## config.mk

```make
export PLATFORM = sky130hd
export DESIGN_NAME = allocation_bitmap_scan_unit
export DESIGN_NICKNAME = d
export VERILOG_FILES = /design/src/rtl/abs_pkg.sv /design/src/rtl/allocation_bitmap_scan_unit.sv
export VERILOG_INCLUDE_DIRS = /design/src /design/src/rtl
export SDC_FILE = /design/constraint.sdc
export NUM_CORES = 1
export LEC_CHECK = 0
export BUFFER_PORTS_ARGS = -buffer_cell sky130_fd_sc_hd__buf_4
export CAP_MARGIN = 10
export CORE_ASPECT_RATIO = 0.9
export CORE_UTILIZATION = 63
export DETAILED_ROUTE_END_ITERATION = 7
export PLACE_DENSITY = 0.9
export SLEW_MARGIN = 20
export SYNTH_ARGS = -nofsm -noshare
export SYNTH_HDL_FRONTEND = slang
export SYNTH_SLANG_ARGS = --single-unit
export TNS_END_PERCENT = 20
```

## constraint.sdc

```tcl
create_clock -name clk -period 4.9 [get_ports clk]
set_input_delay 0.98 -clock clk [delete_from_list [all_inputs] [get_ports clk]]
set_output_delay 0.98 -clock clk [all_outputs]
set_load 0.01 [all_outputs]
```

## src/rtl/allocation_bitmap_scan_unit_defines.svh

```systemverilog
// assertion macros for the bitmap scan unit
`ifndef ALLOCATION_BITMAP_SCAN_UNIT_DEFINES_SVH
`define ALLOCATION_BITMAP_SCAN_UNIT_DEFINES_SVH

`ifndef SYNTHESIS
`define ABS_ASSERT(lbl, prop, msg) \
  lbl: assert property (@(posedge clk) disable iff (!rst_n) prop) else $error(msg);
`define ABS_ASSERT_RST(lbl, prop, msg) \
  lbl: assert property (@(posedge clk) prop) else $error(msg);
`else
`define ABS_ASSERT(lbl, prop, msg)
`define ABS_ASSERT_RST(lbl, prop, msg)
`endif

`endif

```

## src/rtl/abs_pkg.sv

```systemverilog
package abs_pkg;

  localparam int KIND_W        = 3;
  localparam int IDX_W         = 10;
  localparam int NUM_BITS_W    = 11;
  localparam int NUM_BITS_RST  = 1024;
  localparam int MAX_BITS_DEF  = 1024;
  localparam int WORD_BITS_DEF = 32;

  typedef enum logic [KIND_W-1:0] {
    KIND_SET_BIT  = 3'd0,
    KIND_CLR_BIT  = 3'd1,
    KIND_SET_ALL  = 3'd2,
    KIND_CLR_ALL  = 3'd3,
    KIND_FIND_SET = 3'd4,
    KIND_FIND_CLR = 3'd5,
    KIND_READ_BIT = 3'd6
  } kind_t;

endpackage

```

## src/rtl/allocation_bitmap_scan_unit.sv

```systemverilog
// Occupancy bitmap with single-bit set, clear and read, set all, clear all and
// find-lowest-set or find-lowest-clear. The bitmap lives in a single-port word
// memory with a registered read, and one word is visited per cycle, so the
// memory port sets the latency. A request is taken when start is high and busy
// is low; its one result appears on the out_ ports for exactly one cycle with
// out_valid high, and must be captured then since the receiver cannot stall.
// With W = ceil(MAX_BITS / WORD_BITS) words (32 by default): a find reads words
// upward until one holds a match or up to the last; set, clear or read of bit i
// walks to its word, then reads or rewrites it; set all writes all W words in
// turn; clear all, an unknown kind or an out-of-range index answer from idle
// with busy low. Otherwise busy stays high from the cycle after accept until the
// result strobe. The bitmap reads as all zeros right after reset. num_bits is
// written through the cfg_ port while busy and start are both low.
`include "allocation_bitmap_scan_unit_defines.svh"

module allocation_bitmap_scan_unit #(
  parameter int MAX_BITS  = abs_pkg::MAX_BITS_DEF,
  parameter int WORD_BITS = abs_pkg::WORD_BITS_DEF
) (
  input  logic                          clk,
  input  logic                          rst_n,
  input  logic                          start,
  output logic                          busy,
  input  logic [abs_pkg::KIND_W-1:0]     in_kind,
  input  logic [abs_pkg::IDX_W-1:0]      in_bit_index,
  output logic                          out_valid,
  output logic                          out_found,
  output logic [abs_pkg::IDX_W-1:0]      out_result_index,
  output logic                          out_bit_value,
  output logic                          out_index_error,
  input  logic                          cfg_valid,
  output logic                          cfg_ready,
  input  logic [abs_pkg::NUM_BITS_W-1:0] cfg_num_bits
);

  import abs_pkg::*;

  localparam int NUM_WORDS = (MAX_BITS + WORD_BITS - 1) / WORD_BITS;
  localparam int WA_W      = (NUM_WORDS > 1) ? $clog2(NUM_WORDS) : 1;
  localparam int BIT_W     = $clog2(WORD_BITS);
  localparam int BASE_W    = $clog2(NUM_WORDS * WORD_BITS);
  localparam int LIM_W     = $clog2(MAX_BITS + 1);
  localparam int MAX_W     = (BASE_W > LIM_W) ? BASE_W : LIM_W;
  localparam int CMP_W     = ((MAX_W > NUM_BITS_W) ? MAX_W : NUM_BITS_W) + 1;
  localparam logic [WA_W-1:0] LAST_WORD = WA_W'(NUM_WORDS - 1);

  typedef enum logic [2:0] {
    ST_IDLE,
    ST_LOCATE,
    ST_MODIFY,
    ST_SCAN,
    ST_FILL
  } state_t;

  state_t                 state_r, state_nxt;
  logic [WA_W-1:0]        word_r, word_nxt;
  logic [BASE_W-1:0]      base_r, base_nxt;
  logic [BASE_W-1:0]      pbase_r, pbase_nxt;
  logic                   pend_r, pend_nxt;
  logic                   plast_r, plast_nxt;
  logic                   issued_r, issued_nxt;
  logic                   want_r, want_nxt;
  logic [KIND_W-1:0]      kind_r, kind_nxt;
  logic [IDX_W-1:0]       idx_r, idx_nxt;
  logic [BIT_W-1:0]       bit_r, bit_nxt;
  logic [NUM_BITS_W-1:0]  num_bits_r, num_bits_nxt;
  logic [NUM_WORDS-1:0]   valid_r, valid_nxt;
  logic                   out_valid_r, out_valid_nxt;
  logic                   found_r, found_nxt;
  logic [IDX_W-1:0]       res_idx_r, res_idx_nxt;
  logic                   bit_val_r, bit_val_nxt;
  logic                   err_r, err_nxt;

  logic [WORD_BITS-1:0]   mem [NUM_WORDS];
  logic [WORD_BITS-1:0]   rd_data_r;
  logic                   rd_vld_r;
  logic                   mem_we;
  logic [WORD_BITS-1:0]   mem_wdata;

  logic [CMP_W-1:0]       lim;
  logic [WORD_BITS-1:0]   cur_word;
  logic [WORD_BITS-1:0]   scan_vec;
  logic [WORD_BITS-1:0]   bit_mask;
  logic [CMP_W-1:0]       pos;

  function automatic logic [BIT_W-1:0] low_bit(input logic [WORD_BITS-1:0] v);
    logic [BIT_W-1:0] r;
    r = '0;
    for (int i = WORD_BITS - 1; i >= 0; i--) begin
      if (v[i]) r = BIT_W'(i);
    end
    return r;
  endfunction

  assign busy             = (state_r != ST_IDLE);
  assign cfg_ready        = !busy && !start;
  assign out_valid        = out_valid_r;
  assign out_found        = found_r;
  assign out_result_index = res_idx_r;
  assign out_bit_value    = bit_val_r;
  assign out_index_error  = err_r;

  // saturate the configured size to the storage size
  assign lim = (CMP_W'(num_bits_r) > CMP_W'(MAX_BITS)) ? CMP_W'(MAX_BITS)
                                                       : CMP_W'(num_bits_r);

  assign cur_word = rd_vld_r ? rd_data_r : '0;
  assign scan_vec = want_r ? cur_word : ~cur_word;
  assign bit_mask = WORD_BITS'(1) << bit_r;
  assign pos      = CMP_W'(pbase_r) + CMP_W'(low_bit(scan_vec));

  always_comb begin
    state_nxt     = state_r;
    word_nxt      = word_r;
    base_nxt      = base_r;
    pbase_nxt     = pbase_r;
    pend_nxt      = pend_r;
    plast_nxt     = plast_r;
    issued_nxt    = issued_r;
    want_nxt      = want_r;
    kind_nxt      = kind_r;
    idx_nxt       = idx_r;
    bit_nxt       = bit_r;
    num_bits_nxt  = num_bits_r;
    valid_nxt     = valid_r;
    out_valid_nxt = 1'b0;
    found_nxt     = found_r;
    res_idx_nxt   = res_idx_r;
    bit_val_nxt   = bit_val_r;
    err_nxt       = err_r;
    mem_we        = 1'b0;
    mem_wdata     = '0;

    if (cfg_valid && cfg_ready) begin
      num_bits_nxt = cfg_num_bits;
    end

    case (state_r)
      ST_IDLE: begin
        if (start) begin
          kind_nxt    = in_kind;
          idx_nxt     = in_bit_index;
          word_nxt    = '0;
          base_nxt    = '0;
          pend_nxt    = 1'b0;
          issued_nxt  = 1'b0;
          found_nxt   = 1'b0;
          res_idx_nxt = '0;
          bit_val_nxt = 1'b0;
          err_nxt     = 1'b0;
          case (in_kind)
            KIND_SET_BIT, KIND_CLR_BIT, KIND_READ_BIT: begin
              if (CMP_W'(in_bit_index) >= lim) begin
                err_nxt       = 1'b1;
                out_valid_nxt = 1'b1;
              end else begin
                state_nxt = ST_LOCATE;
              end
            end
            KIND_SET_ALL: begin
              state_nxt = ST_FILL;
            end
            KIND_CLR_ALL: begin
              valid_nxt     = '0;
              out_valid_nxt = 1'b1;
            end
            KIND_FIND_SET, KIND_FIND_CLR: begin
              want_nxt  = (in_kind == KIND_FIND_SET);
              state_nxt = ST_SCAN;
            end
            default: begin
              out_valid_nxt = 1'b1;
            end
          endcase
        end
      end

      // walk word bases until the one that holds the bit
      ST_LOCATE: begin
        if ((CMP_W'(idx_r) < CMP_W'(base_r) + CMP_W'(WORD_BITS)) ||
            (word_r == LAST_WORD)) begin
          bit_nxt   = BIT_W'(CMP_W'(idx_r) - CMP_W'(base_r));
          state_nxt = ST_MODIFY;
        end else begin
          word_nxt = word_r + WA_W'(1);
          base_nxt = base_r + BASE_W'(WORD_BITS);
        end
      end

      ST_MODIFY: begin
        if (kind_r == KIND_READ_BIT) begin
          bit_val_nxt = cur_word[bit_r];
        end else begin
          mem_we           = 1'b1;
          mem_wdata        = (kind_r == KIND_SET_BIT) ? (cur_word | bit_mask)
                                                      : (cur_word & ~bit_mask);
          valid_nxt[word_r] = 1'b1;
        end
        out_valid_nxt = 1'b1;
        state_nxt     = ST_IDLE;
      end

      // read one word per cycle, examine the previous read
      ST_SCAN: begin
        if (!issued_r) begin
          pend_nxt  = 1'b1;
          pbase_nxt = base_r;
          plast_nxt = (word_r == LAST_WORD);
          if (word_r == LAST_WORD) begin
            issued_nxt = 1'b1;
          end else begin
            word_nxt = word_r + WA_W'(1);
            base_nxt = base_r + BASE_W'(WORD_BITS);
          end
        end
        if (pend_r && (scan_vec != '0)) begin
          if (pos < lim) begin
            found_nxt   = 1'b1;
            res_idx_nxt = IDX_W'(pos);
          end
          out_valid_nxt = 1'b1;
          state_nxt     = ST_IDLE;
        end else if (pend_r && plast_r) begin
          out_valid_nxt = 1'b1;
          state_nxt     = ST_IDLE;
        end
      end

      ST_FILL: begin
        mem_we            = 1'b1;
        mem_wdata         = '1;
        valid_nxt[word_r] = 1'b1;
        if (word_r == LAST_WORD) begin
          out_valid_nxt = 1'b1;
          state_nxt     = ST_IDLE;
        end else begin
          word_nxt = word_r + WA_W'(1);
        end
      end

      default: begin
        state_nxt = ST_IDLE;
      end
    endcase
  end

  always_ff @(posedge clk) begin
    if (!rst_n) begin
      state_r     <= ST_IDLE;
      valid_r     <= '0;
      num_bits_r  <= NUM_BITS_W'(NUM_BITS_RST);
      out_valid_r <= 1'b0;
      pend_r      <= 1'b0;
      issued_r    <= 1'b0;
    end else begin
      state_r     <= state_nxt;
      valid_r     <= valid_nxt;
      num_bits_r  <= num_bits_nxt;
      out_valid_r <= out_valid_nxt;
      pend_r      <= pend_nxt;
      issued_r    <= issued_nxt;
    end
    word_r    <= word_nxt;
    base_r    <= base_nxt;
    pbase_r   <= pbase_nxt;
    plast_r   <= plast_nxt;
    want_r    <= want_nxt;
    kind_r    <= kind_nxt;
    idx_r     <= idx_nxt;
    bit_r     <= bit_nxt;
    found_r   <= found_nxt;
    res_idx_r <= res_idx_nxt;
    bit_val_r <= bit_val_nxt;
    err_r     <= err_nxt;
  end

  // bitmap word memory, single port, registered read
  always_ff @(posedge clk) begin
    if (mem_we) begin
      mem[word_r] <= mem_wdata;
    end
    rd_data_r <= mem[word_r];
    rd_vld_r  <= valid_r[word_r];
  end

  `ABS_ASSERT_RST(a_reset_idle, !rst_n |=> !busy && !out_valid, "not idle after reset")
  `ABS_ASSERT(a_strobe_when_idle, out_valid |-> !busy, "result strobe while busy")
  `ABS_ASSERT(a_strobe_cause, out_valid |-> $past(busy || start), "result beat without request")
  `ABS_ASSERT(a_err_alone, out_valid && out_index_error |-> !out_found && !out_bit_value, "error beat carries data")
  `ABS_ASSERT(a_clear_all, start && !busy && in_kind == KIND_CLR_ALL |=> valid_r == '0, "clear all left words valid")

endmodule

```

* Word level (Yosys, flattened, before mapping)
Memory sizes are Yosys's and may differ from the RTL's. A register that Yosys moved wholly into a read port is not among the register bits.
Cells that the tools add are included.
** Word-level totals
- Input port bits :: 28
- Bits in registers :: 108
- Memory bits (writable) :: 1024
- Memories :: 1
** Memories
- mem :: depth 32, bits a word 32, rd ports 1, clocked after memory_dff 1, write ports 1, RTL line allocation_bitmap_scan_unit.sv:74 : logic [WORD_BITS-1:0] mem [NUM_WORDS];
** Operators by class
- Shifts and indexed selects :: 1
- $lt $le $gt $ge :: 7
- Reduce and logical (&&, ||, !) cells :: 33
- Mux-type cells :: 90
- $add $sub $neg :: 5
- Equal/unequal tests :: 26
- Bitwise operators :: 6
** Operators with widths (number)
- 32-bit two-way mux :: 7
- 5-bit two-way mux :: 36
- 32-bit one-hot mux with 3 select lines :: 1
- 32-bit NOT :: 2
- 32-bit OR :: 2
- 32-bit one-hot mux with 2 select lines :: 1
- 10-bit two-way mux :: 6
- 32-bit AND :: 1
- 32-bit nonzero test :: 1
- 1-bit by 5-bit << shifter with 32-bit output, first input constant :: 1
- 10-bit one-hot mux with 3 select lines :: 1
- 2-bit != test, second input constant :: 10
- 10-bit one-hot mux with 2 select lines :: 1
- 5-bit one-hot mux with 4 select lines :: 1
- 3-bit two-way mux :: 6
- 1-bit two-way mux :: 17
- 3-bit == test, second input constant :: 5
- 3-bit by 2-bit == test with 1-bit output, second input constant :: 4
- 5-bit by 6-bit less-than comparator with 1-bit output, second input constant :: 2
- 1-bit one-hot mux with 2 select lines :: 6
- 3-bit one-hot mux with 4 select lines :: 1
- 4-bit AND reduction :: 3
- 10-bit by 5-bit adder with 11-bit output :: 1
- 10-bit by 6-bit adder with 11-bit output, second input constant :: 1
- other kinds (32) :: 51

* Depth between registers and ports, before layout
- Depth in word-level cells :: 40
- Mapped depth :: 14

* Worst setup path after synthesis
Ideal clock, no wire load.
- Path type :: register to register
- From :: register word_r[1]
- To :: memory mem[24][0] in the netlist's numbering, enable pin
- Arrival time :: 3.885 ns
- Cell stages (with the launch flop) :: 10
- Period minus slack after synthesis :: 4.346 ns
- Setup time :: 0.461 ns
- Slack :: 0.554 ns
- Cell sequence :: edfxtp_1 > clkbuf_1 > buf_2 > buf_4 > buf_2 > clkbuf_1 > inv_1 > ha_1 > nand2_1 > nor3_1
** RTL lines
- start: declaration :: RTL line allocation_bitmap_scan_unit.sv:56 : logic [WA_W-1:0] word_r, word_nxt;
- start signal: assignment :: RTL line allocation_bitmap_scan_unit.sv:263 : word_r <= word_nxt;
- end: declaration :: RTL line allocation_bitmap_scan_unit.sv:74
No word-level cell before the write port.

* Worst setup path after layout
- From :: register want_r
- To :: register res_idx_r[8], in the netlist out_result_index[8], enable pin
** On the way
- Word-level cells in the longest chain between the ends :: 37
** Ends and longest elaborated chain
- start: declaration :: RTL line allocation_bitmap_scan_unit.sv:62 : logic want_r, want_nxt;
- start signal: assignment :: RTL line allocation_bitmap_scan_unit.sv:267 : want_r <= want_nxt;
- 32-bit two-way mux (*) :: RTL line allocation_bitmap_scan_unit.sv:108 : assign scan_vec = want_r ? cur_word : ~cur_word;
- 5-bit two-way mux (31 in series) :: RTL line allocation_bitmap_scan_unit.sv:90 : if (v[i]) r = BIT_W'(i);
- 5-bit two-way mux (*) :: RTL line allocation_bitmap_scan_unit.sv:90
- 10-bit by 5-bit adder with 11-bit output (*) :: RTL line allocation_bitmap_scan_unit.sv:110 : assign pos = CMP_W'(pbase_r) + CMP_W'(low_bit(scan_vec));
- named net pos[4] :: RTL line allocation_bitmap_scan_unit.sv:84 : logic [CMP_W-1:0] pos;
- 11-bit less-than comparator (*) :: RTL line allocation_bitmap_scan_unit.sv:217 : if (pos < lim) begin
- 2-bit != test (no line) (*)
- 4-bit AND reduction (no line) (*)
- end signal: assignment :: RTL line allocation_bitmap_scan_unit.sv:272 : res_idx_r <= res_idx_nxt;
- end: declaration :: RTL line allocation_bitmap_scan_unit.sv:70 : logic [IDX_W-1:0] res_idx_r, res_idx_nxt;
The timed path passes the listed nets; every way through them passes the cells marked *.
A chain may end at the register's enable or synchronous reset.

==> flow_metrics.env <==
export IMPL_crit_fanout=32
export IMPL_cts_clk_slew_worst_paths_ns=0.06
export IMPL_avgSynthCellArea_sq_um=19.2
export IMPL_status="complete, but fails checks"
export IMPL_ys_ff_latch=1154
export IMPL_finalSetupViolCount=0
export IMPL_synthToLayoutAreaGrowth_pct=13.1
export IMPL_drc_errors=1
export IMPL_fin_worst_hold_slack_ns=0.431
export IMPL_die_h_microns=258
export IMPL_drive_gt1_frac=0.264
export IMPL_postSynthNetCount=2458
export IMPL_power_density_nw_per_um2=543
export IMPL_syn_area_sq_um=46000
export IMPL_slowest_delay_ns=0.81
export IMPL_rows=93
export IMPL_syn_inst=2400
export IMPL_hpwl_mm=74.0
export IMPL_grt_pass1_wl_mm=190
export IMPL_drv_slew=0
export IMPL_cp_end_kind="flop"
export IMPL_finalClockSkew_ns=0.0352
export IMPL_post_drt_wl_per_cell_microns=38.0
export IMPL_post_cts_setup_buffers=0
export IMPL_gp_congestion=0.940
export IMPL_ff2ff_setup_slack_ns=0.86
export IMPL_grt_usage=0.369
export IMPL_cts_tree="done"
export IMPL_maxSlewHeadroom=0.212
export IMPL_cts_sinks=1154
export IMPL_setup_ws_ns=0.856
export IMPL_die_w_microns=287
export IMPL_grt_max_degree=105
export IMPL_port_buffers=43
export IMPL_cp_arrival_ns=4.41
export IMPL_grt_setup_unrepaired="no"
export IMPL_maxCapViolCount=0
export IMPL_core_area_sq_um=71900
export IMPL_required_ns=5.26
export IMPL_start_util=0.640
export IMPL_synth_ff_type="edfxtp_1"
export IMPL_yosysSeqAreaShare=0.735
export IMPL_fin_crit_ns=4.04
export IMPL_pre_cts_slack_ns=0.954
export IMPL_violations="DRC"
export IMPL_max_freq_mhz=247
export IMPL_synth_edf_count=1072
export IMPL_drt_initial_drc_count=4586
export IMPL_cts_resized=0
export IMPL_hold_path_class="reg -> reg"
export IMPL_crit_chain="nand2b_1 > a2bb2oi_1 > nor4_2 > nor2b_1 > ha_1 > a21oi_1 > nor2_1 > a2111oi_0 > o32a_1 > nand4_1 > o21a_1 > o31ai_1 > buf_4"
export IMPL_clock_latency_ns=0.69
export IMPL_ys_warn_count=0
export IMPL_critPathKind="reg -> reg"
export IMPL_vias=26700
export IMPL_fin_tns_setup_ns=0
export IMPL_drt_wl_total_mm=135
export IMPL_h_tree_depth=3
export IMPL_nets=2566
export IMPL_p_leak_nw=16.6
export IMPL_cts_root_buffer="clkbuf_16"
export IMPL_grt_pass1_vias=26500
export IMPL_critical_path_slowest_cell="edfxtp_1"
export IMPL_synth_cell_types=62
export IMPL_via_per_inst=7.52
export IMPL_worst_pin_slew_ns=1.18
export IMPL_ir_drop_uv=444
export IMPL_antenna_left=0
export IMPL_finalHoldViolCount=0
export IMPL_fin_crit_sh=0.825
export IMPL_clk_path_buf_depth=3
export IMPL_io_pins=44
export IMPL_startpoint_type="flop"
export IMPL_antenna_found_initial=8
export IMPL_dr_pass1_iters=8
export IMPL_synth_async_sr_flop_share=0
export IMPL_overflow=0
export IMPL_cts_buffers=107
export IMPL_postCtsHoldBufs=0
export IMPL_die_area_sq_um=74100
## path summary, 6_finish.rpt
kind	start	cells after the start	end
max	want_r	13	out_result_index[8]
min	idx_r[3]	0	bit_r[3]
max reg2reg	want_r	13	out_result_index[8]
min reg2reg	idx_r[3]	0	bit_r[3]
## state kept, by name, indices dropped and copies added (netlist names), 3 cells and up
signal	count
kind_r	3
base_r	5
word_r	5
valid_r	32
rd_data_r	32
bit_r	5
out_result_index	10
num_bits_r	11
idx_r	10
pbase_r	5
mem	1024
state_r	3
## Yosys cell counts (9+ instances only)
| cell type | count | share of area |
|---|---|---|
| o221ai_1 | 14 | 0.0027 |
| nand2_1 | 107 | 0.0087 |
| inv_1 | 27 | 0.0022 |
| clkbuf_1 | 103 | 0.0084 |
| mux2i_1 | 26 | 0.0057 |
| o41ai_1 | 10 | 0.0019 |
| nand2b_1 | 25 | 0.0034 |
| a21oi_1 | 55 | 0.0060 |
| o21ai_0 | 21 | 0.0023 |
| a21boi_1 | 11 | 0.0018 |
| buf_1 | 9 | 0.00073 |
| ha_1 | 30 | 0.0082 |
| o31ai_1 | 42 | 0.0069 |
| and2_1 | 9 | 0.0012 |
| a22oi_1 | 65 | 0.011 |
| nor2b_1 | 19 | 0.0026 |
| nor3_1 | 13 | 0.0014 |
| a32oi_1 | 19 | 0.0036 |
| mux4_2 | 296 | 0.14 |
| o2111ai_1 | 16 | 0.0030 |
| nand3_1 | 27 | 0.0029 |
| nand4_1 | 13 | 0.0018 |
| edfxtp_1 | 1072 | 0.70 |
| buf_2 | 30 | 0.0033 |
| dfxtp_1 | 82 | 0.036 |
| nor2_1 | 155 | 0.013 |
## report_power, final
part | switching, mW | internal, mW | total, mW
Clock | 3.73 | 4.64 | 8.37
Sequential | 0.748 | 11.4 | 12.2
Combinational | 4.59 | 3.11 | 7.71
Total | 9.07 | 19.2 | 28.3
## metal layers
metal	up-vias	track usage	part of all wire
met5	-	0	0.00051
li1	10100	-	-
met3	654	0.104	0.14
met4	10	0.227	0.073
met2	2644	0.575	0.47
met1	13300	0.466	0.32
## worst max-delay path, delay by kind of cell (launching register included)
| kind | cells | cell delay, ns |
|---|---|---|
| simple gates | 5 | 1.15 |
| flops | 1 | 0.81 |
| compound gates | 6 | 1.21 |
| fa+ha+maj | 1 | 0.33 |
| buf+inv | 1 | 0.24 |
## kinds of logic (layout without fill, tap and decap cells)
logic type               count (synthesis)  in the layout  synth area share
other                                    0              3                 0
multiplexers                           326            326             0.152
adder cells (fa/ha/maj)                 30             30           0.00816
AND/OR/NAND/NOR                        390            390            0.0385
flip-flops                            1154           1154             0.735
AO/OA/AOI/OAI                          309            309            0.0485
buffers and inverters                  186            383            0.0171
XOR/XNOR                                 5              5          0.000952
## placed cells by master, fill, tap and decap left out, drive strengths merged, types with 30 or more instances in the layout
cell type	synthesis	layout
a22oi	65	65
inv	29	33
o31ai	42	42
mux4	296	296
a21oi	55	55
nor2	155	155
buf	49	151
clkbuf	103	134
nand2	107	107
dfxtp	82	82
clkinv	5	51
edfxtp	1072	1072
ha	30	30
## layout make-up
type                    count  area, sq um
fillers                  3924        19900
inverters                  34          130
well taps                 950         1190
clock buffers             134         2830
multi-input cells        1060        12000
diodes                      3         7.51
flip-flops and latches   1154        33800
repair buffers            151         1410
clock inverters            64          622
## per-stage QoR
step	power, mW	util	instances	cell area, sq um
detailed placement	19.5	0.671	3327	48300
global route	28.8	0.724	3549	52100
CTS	27.9	0.719	3525	51700
global placement	19.1	0.671	3326	48300
floorplan	16.9	-	2400	46000
finish	28.3	0.724	3550	52100
No activity file was read; power rests on OpenSTA's default activity.
